### src/design/mns_ram.sv
module mns_ram #(
  parameter int WIDTH = 16,
  parameter int DEPTH = 256
) (
  input  logic                     clk,
  input  logic                     we,
  input  logic [$clog2(DEPTH)-1:0] waddr,
  input  logic [WIDTH-1:0]         wdata,
  input  logic [$clog2(DEPTH)-1:0] raddr,
  output logic [WIDTH-1:0]         rdata
);

  logic [WIDTH-1:0] mem [DEPTH];

  // one write port, one registered read port
  always_ff @(posedge clk) begin
    if (we) begin
      mem[waddr] <= wdata;
    end
    rdata <= mem[raddr];
  end

endmodule

### config.mk
export PLATFORM = sky130hd
export DESIGN_NAME = mns_ram
export DESIGN_NICKNAME = d
export VERILOG_FILES = /design/src/design/mns_ram.sv
export SDC_FILE = /design/constraint.sdc
export NUM_CORES = 2
export LEC_CHECK = 0
export BUFFER_PORTS_ARGS = -buffer_cell sky130_fd_sc_hd__buf_4
export CAP_MARGIN = 10
export CORE_MARGIN = 5
export CORE_UTILIZATION = 50
export CTS_BUF_LIST = sky130_fd_sc_hd__clkbuf_4 sky130_fd_sc_hd__clkbuf_8 sky130_fd_sc_hd__clkbuf_16
export DETAILED_ROUTE_END_ITERATION = 8
export HOLD_SLACK_MARGIN = 0.12
export PLACE_DENSITY_LB_ADDON = 0.12
export SLEW_MARGIN = 20
export SYNTH_ARGS = -nofsm -noshare
export SYNTH_HDL_FRONTEND = slang
export SYNTH_SLANG_ARGS = --single-unit
### constraint.sdc
create_clock -name clk -period 6.5 [get_ports clk]
set_input_delay 0 -clock clk [delete_from_list [all_inputs] [get_ports clk]]
set_output_delay 0 -clock clk [all_outputs]
set_load 0.005 [all_outputs]
==> impl_metrics.tcl <==
set metrics [dict create \
    outcome "complete, no violations" \
    power_density_mw_per_mm2 312 \
    grt_pass1_wl_um 607000 \
    die_w_um 573 \
    io_pins 50 \
    maxCapViolCount 0 \
    drc_errors 0 \
    r2r-start "mem[139][2]" \
    synthCells 7360 \
    grt_max_degree 208 \
    rr_worst_depth 7 \
    final_nets 7837 \
    period_share_pct 52.1 \
    clk_latency_ps 950 \
    p_leak_nw 57.1 \
    die-area_mm2 0.329 \
    via_count 79100 \
    post_cts_buffers 0 \
    skew_ps 45.8 \
    r2r_end "rdata[2]" \
    fin_total_pwr_mw 56.1 \
    slew_headroom_pct 11.6 \
    ctsHtreeMaxLevel 5 \
    syn_nets 7394 \
    clock_path_buffers 4 \
    synth-edff-count 4096 \
    synth_ff_type "edfxtp_1" \
    yosys.cell_types.count 52 \
    synthArstFlopShare_pct 0 \
    r2r_slack_ps 3120 \
    core_area_mm2 0.315 \
    hpwl_um 247000 \
    path_class "reg -> reg" \
    clk_pin_slew_worst_paths_ps 60 \
    rows 206 \
    final_hold_viol_count 0 \
    worst_setup_path_end_kind "register" \
    track_usage_pct 25.8 \
    finalMaxSlewViolations 0 \
    layout_common_cells "4,096 x edfxtp_1, 797 x mux4_2, 565 x mux2i_1" \
    final_util_pct 57.0 \
    antenna_found_initial 20 \
    place_ws_ps 2130 \
    max_freq_mhz 295 \
    netlist_area_mm2 0.159 \
    cts_tree "built" \
    numCtsBuffers 418 \
    grt_overflow 0 \
    crit_fanout 1 \
    peakVddDrop_mv 0.221 \
    worstMarginPinSlew_ps 1330 \
    portBuffers 49 \
    crit_required_ps 7320 \
    die-height_um 573 \
    cp-startpoint "mem[139][2]" \
    syn_to_final_growth_pct 13.3 \
    synth_seq_cells 4112 \
    cts_sinks 4112 \
    firstDrtPassIters 7 \
    grt_pass1_vias 78700 \
    worst_ep_arrival_time_ps 4200 \
    fin_ws_ps 3120 \
    fillers 23200 \
    min_period_ps 3380 \
    rsz0062_at_grt "false" \
    setup_viol 0 \
    drive_gt1_share_pct 26.1 \
    dr.first_iter.drc_count 9640 \
    wirelength_um 430000 \
    via_per_inst 6.42 \
    setup-tns-final_ps 0 \
    initial_utilization_pct 50.3 \
    layout.cells.most_common "edfxtp_1" \
    hp-class "in -> reg" \
    ys_warn_count 0 \
    place.gp.congestion 0.858 \
    whs_ps 130 \
    wire_per_inst_um 34.9 \
    worstSetupStartpointType "register" \
    yosysSeqAreaShare_pct 77.7 \
    root_buffer "clkbuf_16" \
    syn_avg_cell_area_um2 21.6 \
    crit_end "rdata[2]" \
    ant_nets 0 \
]
## stage by stage
stage / instance area, um^2 / cells
after global placement: 165000 / 11500
after detailed placement: 165000 / 11500
final: 180000 / 12300
after floorplan: 159000 / 7360
after global routing: 180000 / 12300
after CTS: 180000 / 12300
## where the power goes
part,internal [mW],switching [mW],leakage (nW)
clock network,14.0,10.1,6.83
registers,29.2,0.0567,36.9
logic,0.925,1.81,13.3
total,44.1,12.0,57.1
## cell families (layout without fill, tap and decap cells)
kind of cell | Yosys count | count (layout) | synth area share (%)
buffers and inverters | 456 | 1246 | 1.69
AOI/OAI and AO/OA | 786 | 786 | 3.54
muxes | 1450 | 1450 | 15.5
other | 0 | 9 | 0
DFF | 4112 | 4112 | 77.7
and+or+nand+nor | 556 | 556 | 1.57
## sequential cells by signal, indices dropped and copies added (netlist names)
register,flops
mem,4096
rdata,16
## cells in the mapped netlist (3+ instances only)
master	number	area share, %
a2111oi_0	6	0.033
a211oi_1	18	0.085
a21oi_1	175	0.55
a221oi_1	28	0.15
a22o_1	32	0.18
a22oi_1	43	0.20
a31oi_1	6	0.024
and3_1	11	0.043
buf_1	27	0.064
buf_12	5	0.063
buf_2	76	0.24
buf_4	26	0.12
buf_6	77	0.55
buf_8	11	0.10
clkbuf_1	230	0.54
dfxtp_1	16	0.20
edfxtp_1	4096	77
inv_1	3	0.0071
mux2_2	88	0.62
mux2i_1	565	3.6
mux4_2	797	11
nand2_1	38	0.090
nand2b_1	3	0.012
nand3_1	35	0.11
nand4_1	26	0.10
nand4b_1	3	0.017
nor2_1	304	0.72
nor2b_1	9	0.035
nor3_1	92	0.29
nor4_1	17	0.067
o21ai_0	37	0.12
o221ai_1	252	1.4
o22ai_1	148	0.58
o31ai_1	16	0.076
o32ai_1	20	0.11
or2_2	4	0.016
## worst min path at each step
stage	endpoint	cells after the start	from	slack, ps
after detailed placement	mem[78][10]	1	wdata[10]	440
after floorplan	mem[0][0]	0	wdata[0]	100
after global routing	mem[246][6]	2	wdata[6]	130
after CTS	mem[224][2]	2	wdata[2]	120
after global placement	mem[76][10]	1	wdata[10]	440
final	mem[247][6]	2	wdata[6]	130
## critical path: stages, from the launching register on
cell	delay [ps]
edfxtp_1	360
mux4_2	490
mux2_2	280
a221oi_1	910
o31ai_1	380
o32ai_1	560
buf_4	230
nor4_1	50
## layer usage
metal / track usage, % / vias up / part of all wire, %
li1: - / 32200 / -
met1: 37.7 / 42800 / 41
met2: 40.3 / 3497 / 47
met3: 5.10 / 610 / 8.5
met4: 6.90 / 8 / 2.9
met5: 0 / - / 0.011
## final cells by class
| class | instances | area, um^2 | area share (%) |
|---|---|---|---|
| repair buffers | 475 | 4330 | 2.41 |
| clock buffers | 495 | 11100 | 6.15 |
| well taps | 4160 | 5200 | 2.89 |
| clock inverters | 272 | 2760 | 1.53 |
| multi-input cells | 2792 | 33200 | 18.4 |
| diodes | 9 | 22.5 | 0.0125 |
| flip-flops and latches | 4112 | 123000 | 68.5 |
| inverters | 4 | 27.5 | 0.0153 |
## timing repair
item,4_1_cts,5_1_grt
endpoints found under the hold margin,4739,0
resized for setup,0,0
hold buffers,46,0
Power figures use the tool's default switching activity.
